$ cat config.mk
export PLATFORM = sky130hd
export DESIGN_NAME = decimal_text_to_signed_integer
export DESIGN_NICKNAME = d
export VERILOG_FILES = /design/src/design/dtsi_pkg.sv /design/src/design/dtsi_scan.sv /design/src/design/decimal_text_to_signed_integer.sv
export SDC_FILE = /design/constraint.sdc
export NUM_CORES = 1
export LEC_CHECK = 0
export BUFFER_PORTS_ARGS = -buffer_cell sky130_fd_sc_hd__buf_2
export CAP_MARGIN = 20
export CORE_MARGIN = 10
export CORE_UTILIZATION = 35
export CTS_CLUSTER_DIAMETER = 80
export DETAILED_ROUTE_END_ITERATION = 12
export SLEW_MARGIN = 30
export SYNTH_ARGS = -nofsm -noshare
export SYNTH_HDL_FRONTEND = slang
export SYNTH_SLANG_ARGS = --single-unit
export TNS_END_PERCENT = 30
$ cat constraint.sdc
create_clock -name clk -period 9.1 [get_ports clk]
set_clock_uncertainty 0.05 [all_clocks]
set_input_delay 0.91 -clock clk [delete_from_list [all_inputs] [get_ports clk]]
set_output_delay 0.91 -clock clk [all_outputs]
set_load 0.02 [all_outputs]
$ cat src/design/dtsi_pkg.sv
`default_nettype none
package dtsi_pkg;

	localparam int unsigned ByteW  = 8;
	localparam int unsigned ValueW = 32;

	// character codes
	localparam logic [ByteW-1:0] CharNul    = 8'h00;
	localparam logic [ByteW-1:0] CharTab    = 8'h09;
	localparam logic [ByteW-1:0] CharSpace  = 8'h20;
	localparam logic [ByteW-1:0] CharMinus  = 8'h2D;
	localparam logic [ByteW-1:0] CharEquals = 8'h3D;
	localparam logic [ByteW-1:0] CharZero   = 8'h30;
	localparam logic [ByteW-1:0] CharNine   = 8'h39;

	// sign tracking codes; the unused code behaves as SignPlus
	localparam logic [1:0] SignNone  = 2'd0;
	localparam logic [1:0] SignMinus = 2'd1;
	localparam logic [1:0] SignPlus  = 2'd2;

	typedef struct packed {
		logic [1:0]        sign;
		logic [ValueW-1:0] acc;
		logic              stopped;
	} scan_state_t;

	typedef struct packed {
		logic                     ok;
		logic signed [ValueW-1:0] value;
	} scan_result_t;

endpackage
`default_nettype wire

$ cat src/design/dtsi_scan.sv
`default_nettype none
module dtsi_scan (
	input  wire logic                      clk,
	input  wire logic                      arst_n,
	input  wire logic                      step,
	input  wire logic [dtsi_pkg::ByteW-1:0] text_byte,
	output dtsi_pkg::scan_result_t         result,
	output dtsi_pkg::scan_state_t          state
);
	import dtsi_pkg::*;

	scan_state_t state_q;
	scan_state_t state_d;

	logic              is_end;
	logic              is_sep;
	logic              is_minus;
	logic              is_digit;
	logic [ValueW-1:0] digit;
	logic [ValueW-1:0] acc_x10;

	assign is_end   = (text_byte == CharNul);
	assign is_sep   = (text_byte == CharTab) || (text_byte == CharSpace)
	                  || (text_byte == CharEquals);
	assign is_minus = (text_byte == CharMinus);
	assign is_digit = (text_byte >= CharZero) && (text_byte <= CharNine);
	assign digit    = {{(ValueW-ByteW){1'b0}}, text_byte - CharZero};
	// x10 as x8 + x2, wrapping at 32 bits
	assign acc_x10  = {state_q.acc[ValueW-4:0], 3'b000} + {state_q.acc[ValueW-2:0], 1'b0};

	always_comb begin
		state_d = state_q;
		priority if (is_end) begin
			state_d = '0;
		end else if (state_q.stopped) begin
			state_d = state_q;
		end else if (is_sep) begin
			if (state_q.sign != SignNone) state_d.stopped = 1'b1;
		end else if (is_minus) begin
			if (state_q.sign == SignNone) state_d.sign = SignMinus;
			else state_d.stopped = 1'b1;
		end else if (!is_digit) begin
			state_d.stopped = 1'b1;
		end else begin
			if (state_q.sign == SignNone) state_d.sign = SignPlus;
			state_d.acc = acc_x10 + digit;
		end
	end

	// end-of-text verdict; minus zero and a lone minus both fail
	always_comb begin
		result = '0;
		if (state_q.sign == SignMinus) begin
			if (state_q.acc != '0) begin
				result.ok    = 1'b1;
				result.value = ValueW'(0) - state_q.acc;
			end
		end else if (state_q.sign != SignNone) begin
			result.ok    = 1'b1;
			result.value = state_q.acc;
		end
	end

	always_ff @(posedge clk or negedge arst_n) begin
		if (!arst_n) begin
			state_q <= '0;
		end else if (step) begin
			state_q <= state_d;
		end
	end

	assign state = state_q;

endmodule
`default_nettype wire

$ cat src/design/decimal_text_to_signed_integer.sv
`default_nettype none
// Decimal text to signed integer. Bytes of text arrive one per beat on the
// slave side; the block finds the first signed decimal number in each
// zero-terminated string. Leading tabs, spaces and '=' are skipped, one '-'
// makes the number negative, and the first byte that cannot continue the
// number ends the scan (later bytes up to the terminator are ignored). The
// magnitude wraps modulo 2^32. Only the zero byte yields a beat on the master
// side: tuser is the ok flag and tdata the signed value (zero on failure,
// which covers an empty string, a lone '-' and minus zero). After it the
// scanner is back in its reset state for the next string.
// Rate: one byte per clock while the input does not stall. A byte is held in
// the input register until the scanner takes it; the result beat of a
// terminating byte is written to the output register as the scanner takes
// that byte. The input stalls only when a result is held in the output
// register and the waiting byte is a terminator.
module decimal_text_to_signed_integer (
	input  wire logic        clk,
	input  wire logic        arst_n,
	input  wire logic        s_tvalid,
	output      logic        s_tready,
	input  wire logic [7:0]  s_tdata,   // [7:0] text_byte
	output      logic        m_tvalid,
	input  wire logic        m_tready,
	output      logic [31:0] m_tdata,   // [31:0] number_value
	output      logic        m_tuser    // [0] number_ok
);
	import dtsi_pkg::*;

	logic              s1_valid_q;
	logic [ByteW-1:0]  byte_s1;
	logic              advance;
	logic              out_free;
	logic              s1_is_end;

	logic              out_valid_q;
	logic              out_ok_s2;
	logic [ValueW-1:0] out_value_s2;

	scan_result_t      result;
	scan_state_t       state;

	assign s1_is_end = (byte_s1 == CharNul);
	assign out_free  = !out_valid_q || m_tready;
	// a non-terminating byte never needs the output slot
	assign advance   = s1_valid_q && (!s1_is_end || out_free);
	assign s_tready  = !s1_valid_q || advance;

	// input register
	always_ff @(posedge clk or negedge arst_n) begin
		if (!arst_n) begin
			s1_valid_q <= 1'b0;
		end else if (s_tready) begin
			s1_valid_q <= s_tvalid;
		end
	end

	always_ff @(posedge clk) begin
		if (s_tready && s_tvalid) byte_s1 <= s_tdata;
	end

	dtsi_scan u_scan (
		.clk       (clk),
		.arst_n    (arst_n),
		.step      (advance),
		.text_byte (byte_s1),
		.result    (result),
		.state     (state)
	);

	// result register
	always_ff @(posedge clk or negedge arst_n) begin
		if (!arst_n) begin
			out_valid_q <= 1'b0;
		end else if (advance && s1_is_end) begin
			out_valid_q <= 1'b1;
		end else if (m_tready) begin
			out_valid_q <= 1'b0;
		end
	end

	always_ff @(posedge clk) begin
		if (advance && s1_is_end) begin
			out_ok_s2    <= result.ok;
			out_value_s2 <= result.value;
		end
	end

	assign m_tvalid = out_valid_q;
	assign m_tuser  = out_ok_s2;
	assign m_tdata  = out_value_s2;

	// terminator always leaves the scanner cleared
	a_clear_after_end: assert property (@(posedge clk) disable iff (!arst_n)
		advance && s1_is_end |=> state.sign == SignNone && state.acc == '0
			&& !state.stopped)
		else $error("scanner not cleared after terminator");

	// a failed parse reports zero
	a_fail_is_zero: assert property (@(posedge clk) disable iff (!arst_n)
		out_valid_q && !out_ok_s2 |-> out_value_s2 == '0)
		else $error("failed parse carries nonzero value");

	// a held byte stays in the input register
	a_s1_hold: assert property (@(posedge clk) disable iff (!arst_n)
		s1_valid_q && !advance |=> s1_valid_q && $stable(byte_s1))
		else $error("input register lost a stalled byte");

	// a result is only written into a free output slot
	a_no_overwrite: assert property (@(posedge clk) disable iff (!arst_n)
		advance && s1_is_end |-> out_free)
		else $error("result register overwritten");

endmodule
`default_nettype wire
; Word level (Yosys, flattened, before mapping)
; Index checks and enable logic that the tools add are counted.
[word_totals]
reg_bits = 78
in_bits = 12
output_inout_bits = 35
elab_cells = 63
[classes]
n_addsub = 4
magnitude_cmp = 2
n_eq_ne = 10
muxes = 18
reduce_logical = 21
[ops]
columns = operator, count
row1 = $mux 33, 3
row2 = $mux 35, 2
row3 = $mux 34, 2
row4 = $add 32x32->32, 1
row5 = $add 32x8->32, 1
row6 = $mux 32, 1
row7 = $reduce_bool 32->1, 1
row8 = $sub 1x32->32 const A, 1
row9 = $eq 8x6->1 const B, 3
row10 = $eq 8x4->1 const B, 1
row11 = $ge 8x6->1 const B, 1
row12 = $le 8x6->1 const B, 1
row13 = $logic_not 8->1, 1
row14 = $sub 8x6->8 const B, 1
row15 = $mux 1, 7
row16 = $mux 2, 3
row17 = $ne 2x2->1 const B, 3
row18 = $ne 3x3->1 const B, 2
row19 = $reduce_and 6->1, 1
row20 = $reduce_bool 2->1, 3
row21 = $logic_or 1x1->1, 5
row22 = $reduce_and 5->1, 1
row23 = $logic_and 1x1->1, 4
row24 = $logic_not 1->1, 3
row25 = other kinds (3), 3

; Logic depth before layout (Yosys ltp)
; Gate-level depths: netlist of run 1.
[logic_depth]
ltp_word = 7
depth_mapped = 13
ltp_nobuf = 13

; Modules after synthesis
; Synthesis of run 1 repeated with hierarchy kept, for this count alone.
[unflattened]
cells_unflattened = 638
hier_area_um2 = 5866.9
[modules_own_cells]
columns = module, instances, cells_each, area_per_inst_um2, seq_area_each_um2
row1 = dtsi_scan, 1, 584, 4496.8, 875.8
row2 = decimal_text_to_signed_integer, 1, 54, 1370.1, 1281.2

; Worst setup path before layout of run 1
; No wires, ideal clock.
[synth_timing]
path_kind = register -> register
start = register byte_s1[4]
end = register u_scan.state_q, in the netlist u_scan.state[32]
setup_ns = 0.121
t_arrival_ns = 3.149
required_time_ns = 8.929
slack_ns = 5.780
path_stages_with_launch = 13
n_path_buf = 0
period_less_slack_ns = 3.320
cell_sequence = edfxtp_1 ha_1 xor2_1 fa_1 inv_1 ha_1 a21oi_1 o21ai_1 a21oi_1 o211a_1 o41ai_2 xnor2_1 a22o_1
[synth_between]
elab_chain_cells = 7
elab_cells_between_ends = 25
cone_classes = add/sub (2) / order compare (2) / eq/ne (7) / mux (5) / reduce/logical (9)
[synth_lines]
columns = element, line_no
row1 = "start, declared", decimal_text_to_signed_integer.sv:30  ; logic [ByteW-1:0] byte_s1;
row2 = "start signal, assigned", decimal_text_to_signed_integer.sv:58  ; if (s_tready && s_tvalid) byte_s1 <= s_tdata;
row3 = $sub 8x6->8, dtsi_scan.sv:27  ; assign digit = {{(ValueW-ByteW){1'b0}}, text_byte - CharZero};
row4 = $add 32x8->32, dtsi_scan.sv:46  ; state_d.acc = acc_x10 + digit;
row5 = $mux 34, dtsi_scan.sv:42  ; end else if (!is_digit) begin
row6 = $mux 32, dtsi_scan.sv:39  ; end else if (is_minus) begin
row7 = $mux 34, dtsi_scan.sv:37  ; end else if (is_sep) begin
row8 = $mux 35, dtsi_scan.sv:35  ; end else if (state_q.stopped) begin
row9 = $mux 35, dtsi_scan.sv:33  ; priority if (is_end) begin
row10 = "end signal, assigned", dtsi_scan.sv:68  ; state_q <= state_d;
row11 = "end, declared", dtsi_scan.sv:12  ; scan_state_t state_q;
; Several ways; a longest one is shown, not always the timed one. The select of a mux whose other input is x is not followed.
; A chain may end at the register's enable or synchronous reset.

; Worst setup path after layout of run 1
; Same ends and word-level chain as after synthesis.

==> results of run 1 <==
## cell usage in the layout, fill, tap and decap left out, types with 3 or more instances in the layout
| cell | count |
|---|---|
| dfrtp_1 | 36 |
| or2_2 | 4 |
| nand2b_1 | 6 |
| o31ai_1 | 6 |
| clkinv_2 | 3 |
| or3_1 | 10 |
| a21o_1 | 10 |
| and3_1 | 6 |
| edfxtp_1 | 41 |
| o211ai_1 | 6 |
| a32oi_1 | 3 |
| and2_1 | 3 |
| a21oi_1 | 36 |
| nand4_1 | 12 |
| nand2_1 | 79 |
| nand3_1 | 10 |
| a211oi_1 | 7 |
| o21bai_1 | 3 |
| clkbuf_16 | 9 |
| buf_4 | 3 |
| o21ai_0 | 80 |
| nor3_1 | 20 |
| o21a_1 | 8 |
| or4_4 | 3 |
| fa_1 | 6 |
| nor2_1 | 34 |
| a22o_1 | 6 |
| xnor2_1 | 13 |
| o21ai_1 | 21 |
| a31oi_1 | 8 |
| buf_2 | 45 |
| inv_1 | 29 |
| nor4_1 | 6 |
| nor2b_1 | 4 |
| xor2_1 | 16 |
| ha_1 | 58 |
## path summary, 6_finish.rpt
| path | from | end | cells past startpoint |
|---|---|---|---|
| max | byte_s1[4]$_DFFE_PP_ | u_scan.state[32]$_DFFE_PN0P_ | 12 |
| min reg2reg | byte_s1[0]$_DFFE_PP_ | u_scan.state[1]$_DFFE_PN0P_ | 1 |
| max reg2reg | byte_s1[4]$_DFFE_PP_ | u_scan.state[32]$_DFFE_PN0P_ | 12 |
| min in group clk | byte_s1[0]$_DFFE_PP_ | u_scan.state[1]$_DFFE_PN0P_ | 1 |
| max in group asynchronous | arst_n | u_scan.state[34]$_DFFE_PN0P_ | 1 |
| min | arst_n | u_scan.state[13]$_DFFE_PN0P_ | 1 |
## worst register-to-register path: stages (launching register included)
cell and delay, ns:
edfxtp_1 0.45, ha_1 0.27, xor2_1 0.16, fa_1 0.49
inv_1 0.04, ha_1 0.34, a21oi_1 0.40, o21ai_1 0.21
a21oi_1 0.44, o211a_1 0.33, o41ai_2 0.11, xnor2_1 0.13
a22o_1 0.20
## state kept, by name, summed over array words and instances (netlist names)
signal	cells
byte_s1	8
m_tdata	32
m_tuser	1
m_tvalid	1
s1_valid_q	1
u_scan.state	35
## per-layer routing
layer	wire, um	vias up
met5	0	-
met4	335	0
met3	605	25
met2	7810	109
met1	7350	2496
li1	-	2455
## through the flow
stage / total power, mW / instance area, um^2
after CTS: 1.55 / 6530
after floorplan: 1.04 / 5830
final: 1.56 / 6560
after global routing: 1.68 / 6560
after global placement: 1.20 / 6260
after detailed placement: 1.21 / 6260
## power by group through the flow
stage	sequential [mW]	combinational [mW]	clock [mW]
6_report	0.460	0.763	0.337
5_1_grt	0.465	0.858	0.359
4_1_cts	0.459	0.751	0.345
3_5_place_dp	0.466	0.745	0
3_3_place_gp	0.465	0.737	0
2_1_floorplan	0.442	0.599	0
## synth_stat cells, types with 7 or more instances
master / n
buf_2: 7
or3_1: 10
nor2_1: 35
a21o_1: 10
edfxtp_1: 41
nand2_1: 79
o21ai_1: 21
nand3_1: 10
inv_1: 29
nor3_1: 20
a211oi_1: 7
a21oi_1: 36
o21ai_0: 80
clkbuf_1: 13
ha_1: 58
a31oi_1: 8
xnor2_1: 13
dfrtp_1: 37
nand4_1: 12
xor2_1: 16
o21a_1: 8
## layout make-up
cell class                 instances  area, um^2  share of cell area, %
multi-input combinational        515        3470                   52.9
timing repair buffer              49         275                   4.19
tap                              220         275                   4.19
sequential                        78        2160                   32.9
clock inverter                     6        38.8                  0.591
inverter                          30         113                   1.72
clock buffer                      10         229                   3.49
## logic make-up after synthesis
kind of cell,Yosys count
xor+xnor,29
fa+ha+maj,64
mux,2
simple gates,212
compound gates,208
flops,78
buf+inv,52
==> summary.md, run 1 <==
| Metric | Value |
|---|---|
| Gr usage total | `between 10% and 20%` |
| Grt ovf | `0` |
| CTS max path bufs | `2` |
| Worst skew pair latency | `between 0.3 and 0.4 ns` |
| Cts repair resizes | `0` |
| Main flop type after synthesis | `edfxtp_1` |
| Clock network power share | `21.6%` |
| Net Count, Synth | `721` |
| WL/cell | `about 18 um` |
| M3 GR Usage | `2.55%` |
| Mapped Area | `about 5800 um^2` |
| Vias per cell | `5.60` |
| Crit path arrival time | `3.93 ns` |
| Die H | `149 um` |
| Met1 usage in global routing | `approximately a fifth` |
| Fmax achieved | `approximately 270 MHz` |
| Max IR drop VDD | `0.0984 mV` |
| Max incr delay on CP | `~0.5 ns` |
| Sink Count | `78` |
| Layout area overhead | `12.5%` |
| Delay-heaviest family, CP | `compound AO/OA/AOI/OAI gates` |
| Final-layout fill cell count | `around 1600` |
| Critical path class | `reg2reg` |
| Initial Utilization | `35.4%` |
| RSZ-0062 raised after global routing | `false` |
| Postcts setup bufs | `0` |
| Power per cell area | `~240 nW/um^2` |
| Critical Path Fanout Max | `6` |
| Slew headroom | `43.3%` |
| Synth cell types | `61` |
| TritonCTS clock tree | `done` |
| Post-Syn Area per Cell | `9.05 um^2` |
| EDFF count, synth | `41` |
| Static leakage | `2.67 nW` |
| DR DRC count | `0` |
| Critical Path RT | `slightly above 9 ns` |
| DP Worst Slack | `5.43 ns` |
| Slowest-stage cell, CP | `fa_1` |
| Fin util | `39.9%` |
| H-tree Lvls | `3` |
| Simple-Gate Fraction of Synth Area | `about a fifth` |
| Startpoint Class | `flip-flop` |
| Ports | `47` |
| Wire length of the first global-routing pass | `26.2 mm` |
| Syn Inst Count | `645` |
| Ordered cell list for the critical path | `ha_1 > xor2_1 > fa_1 > inv_1 > ha_1 > a21oi_1 > o21ai_1 > a21oi_1 > o211a_1 > o41ai_2 > xnor2_1 > a22o_1` |
| Minimum clock period | `3.73 ns` |
| Slew @ Worst Pin | `between 0.8 and 0.9 ns` |
| R2r setup slk | `~5.4 ns` |
| Final RePlAce weighted congestion | `0.970` |
| DRT antenna net count | `0` |
| Xor/xnor share of the synthesized area | `4.35%` |
| Seq/Total Area, Yosys | `37.0%` |
| Switching share of power | `42.8%` |
| Total of max-cap violations | `0` |
| Core area | `16500 um^2` |
| Clk root buf | `clkbuf_16` |
| Bufs and invs on worst path | `1` |
| Grt met2 use | `24.1%` |
| Post-synth top area share | `21.1%` |
| Hold WC Path Type | `in2async` |
| TritonCTS Buffers | `9` |
| Detailed placement HPWL | `11.8 mm` |
| # rows | `47` |
| Final wirelength | `16.1 mm` |
| Port Buffers | `between 40 and 50` |
| Worst hold slack | `0.487 ns` |
| Cell taking the most area after synthesis | `edfxtp_1` |
| Antenna violations before repair | `0` |
| Logic gate share of total power | `48.9%` |
| Psw | `668 uW` |
| Ratio of cells with drive above 1 in the final layout | `around 13%` |
| Worst Setup End Kind | `flip-flop` |
| Largest net degree at the start of global routing | `38` |
| Vias in the first global route | `just under 5000` |
| Synth Area in Compound Gates | `21.4%` |
| TritonRoute pass-1 iters | `8` |
| Final setup viols | `0` |
| Part of the power in registers | `29.5%` |
| Main area contributors after synthesis | `edfxtp_1, dfrtp_1, ha_1` |
| Ant. Diodes | `0` |
| Synth Register Bits | `78` |
| Final #Nets | `between 700 and 800` |
| Final Max Slew Viols | `0` |
| Status | `finished clean` |
| Worst setup margin | `around 5.4 ns` |
| Total internal power | `892 uW` |
| Die X | `149 um` |
| Largest family of logic cells by synthesized area | `compound AO/OA/AOI/OAI gates` |
| Asr flop ratio synth | `a little under half` |
| Placed Cells | `891` |
| Initial drt markers | `398` |
| Synth Area in Adders | `14.5%` |
| Fin crit share | `41.0%` |
| Post-Layout Cell Count | `908` |
| Global route hottest layer | `met2` |
| Final Hold Vio Count | `0` |
| Synth warn | `0` |
| DIE AREA | `22200 um^2` |
| DR vias | `5085` |
| Number of hold buffers added after CTS | `0` |
| Reg clk slew, reported paths | `roughly 0.06 ns` |
| Post-synthesis mux area share | `0.365%` |
| Setup TNS | `0 ns` |
Note: power is estimated with default switching activity, not from simulation.
==> run 2, diff against run 1 <==
clock period = 3.1 ns   (was 9.1 ns; I/O delays follow)
==> summary.md, run 2 (same netlist as run 1, synthesis figures left out) <==
| Metric | Value |
|---|---|
| Status | `finished, violations left` |
| Failing checks | `negative setup slack` |
| Max IR drop VDD | `0.357 mV` |
| Port Buffers | `46` |
| RSZ-0062 raised after global routing | `true` |
| Wire length of the first global-routing pass | `27.7 mm` |
| Final #Nets | `815` |
| WL/cell | `approximately 18 um` |
| Setup TNS | `-0.246 ns` |
| TritonRoute pass-1 iters | `8` |
| Total of max-cap violations | `0` |
| Final wirelength | `17.6 mm` |
| Startpoint Class | `flip-flop` |
| Power per cell area | `slightly above 700 nW/um^2` |
| Final setup viols | `4` |
| DRT antenna net count | `0` |
| Crit path arrival time | `3.40 ns` |
| Slowest-stage cell, CP | `fa_2` |
| Final Max Slew Viols | `0` |
| Slew headroom | `47.1%` |
| Delay-heaviest family, CP | `compound AO/OA/AOI/OAI gates` |
| Minimum clock period | `about 3.2 ns` |
| Bufs and invs on worst path | `2` |
| Clk root buf | `clkbuf_16` |
| Worst skew pair latency | `0.36 ns` |
| TritonCTS clock tree | `done` |
| Fmax achieved | `312 MHz` |
| Most common cell after layout, fill and taps aside | `nand2_1` |
| Ports | `47` |
| Static leakage | `2.98 nW` |
| Fin crit share | `103%` |
| Layout area overhead | `23.1%` |
| Design area | `7180 um^2` |
| Ratio of cells with drive above 1 in the final layout | `a little over a fifth` |
| Vias per cell | `5.56` |
| Critical Path RT | `about 3.3 ns` |
| DR DRC count | `0` |
| DR vias | `between 5000 and 6000` |
| Max incr delay on CP | `0.49 ns` |
| Vias in the first global route | `5248` |
| Ordered cell list for the critical path | `buf_4 > a21oi_2 > xnor2_1 > fa_2 > inv_1 > ha_4 > nand4_1 > o22ai_1 > o21ai_1 > o211ai_1 > o21a_1 > or3_1 > a32o_1` |
| Worst setup margin | `-0.107 ns` |
| Slew @ Worst Pin | `0.793 ns` |
| Ant. Diodes | `0` |
| Reg clk slew, reported paths | `0.06 ns` |
| Detailed placement HPWL | `about 13 mm` |
| Fin util | `about 44%` |
| Worst Setup End Kind | `flip-flop` |
| H-tree Lvls | `3` |
| Final Hold Vio Count | `0` |
| Hold WC Path Type | `in2reg` |
| Sink Count | `78` |
| Critical path class | `reg2reg` |
| Die X | `149 um` |
| Die H | `149 um` |
| Gr usage total | `15.8%` |
| Initial drt markers | `392` |
| Core area | `16500 um^2` |
| Final-layout fill cell count | `1607` |
| Critical Path Fanout Max | `5` |
| Largest net degree at the start of global routing | `38` |
| Final RePlAce weighted congestion | `0.916` |
| DIE AREA | `22200 um^2` |
| Max reg flops | `35` |
| TritonCTS Buffers | `9` |
| Grt ovf | `0` |
| # rows | `47` |
| Most frequent cells in the layout | `nand2_1, o21ai_0, buf_4, ha_1, buf_2` |
| CTS max path bufs | `2` |
| Placed cell areas | `6670 um^2` |
| Antenna violations before repair | `0` |
| Initial Utilization | `a little over a third` |
[run 2: changes by cell type in the layout (fill, tap and decap cells not counted), sizes merged]
cell         before  now
buf              49  104
clkinvlp          2    1
bufinv            0    1
dlygate4sd3       0    1
inv              29   30
clkbuf           10    9
[run 2: power by group]
part | internal, mW | switching [mW]
logic | 1.20 | 1.57
registers | 1.18 | 0.127
clock network | 0.618 | 0.458
total | 3.01 | 2.15
[run 2: path summary, 6_finish.rpt]
kind / depth (start not counted) / slack [ns] / start / endpoint
setup / recovery: 13 / -0.11 / byte_s1[4]$_DFFE_PP_ / u_scan.state[30]$_DFFE_PN0P_
hold / removal: 1 / 0.08 / s_tdata[7] / byte_s1[7]$_DFFE_PP_
setup reg to reg: 13 / -0.11 / byte_s1[4]$_DFFE_PP_ / u_scan.state[30]$_DFFE_PN0P_
hold reg to reg: 2 / 0.49 / u_scan.state[5]$_DFFE_PN0P_ / u_scan.state[5]$_DFFE_PN0P_
max in group asynchronous: 2 / 2.19 / arst_n / u_scan.state[34]$_DFFE_PN0P_
min in group asynchronous: 2 / 0.43 / arst_n / u_scan.state[17]$_DFFE_PN0P_
[run 2: per-layer routing]
metal  track usage [%]  wire length (um)  up-vias
met3              3.49              1020       46
met1              19.6              7700     2548
met5                 0                 0        -
met4              8.98               654        0
met2              24.7              8230      192
li1                  -                 -     2572
[run 2: through the flow]
stage          total power [mW]  hold WS (ns)  cells  setup WS (ns)
2_1_floorplan              3.08       -0.0356    645         0.0283
3_3_place_gp               3.79         0.436    937        -0.0851
3_5_place_dp               3.82         0.438    938         -0.133
4_1_cts                    5.01        0.0694    958        -0.0313
5_1_grt                    5.53        0.0690    964         -0.236
6_report                   5.16        0.0795    964         -0.107
[run 2: repair_timing]
item	4_1_cts	5_1_grt
pin swaps	10	12
setup buffers	4	6
hold buffers	0	1
resized for setup	13	21
setup endpoints to repair	13	20
endpoints found under the hold margin	0	37
[run 2: layout make-up]
class,count,area (um^2),area share (%)
Clock buffer,9,225,3.14
Clock inverter,7,63.8,0.889
Inverter,30,113,1.57
Multi-Input combinational cell,515,3630,50.5
Sequential cell,78,2160,30.0
Tap cell,220,275,3.83
Timing Repair Buffer,105,718,10.0
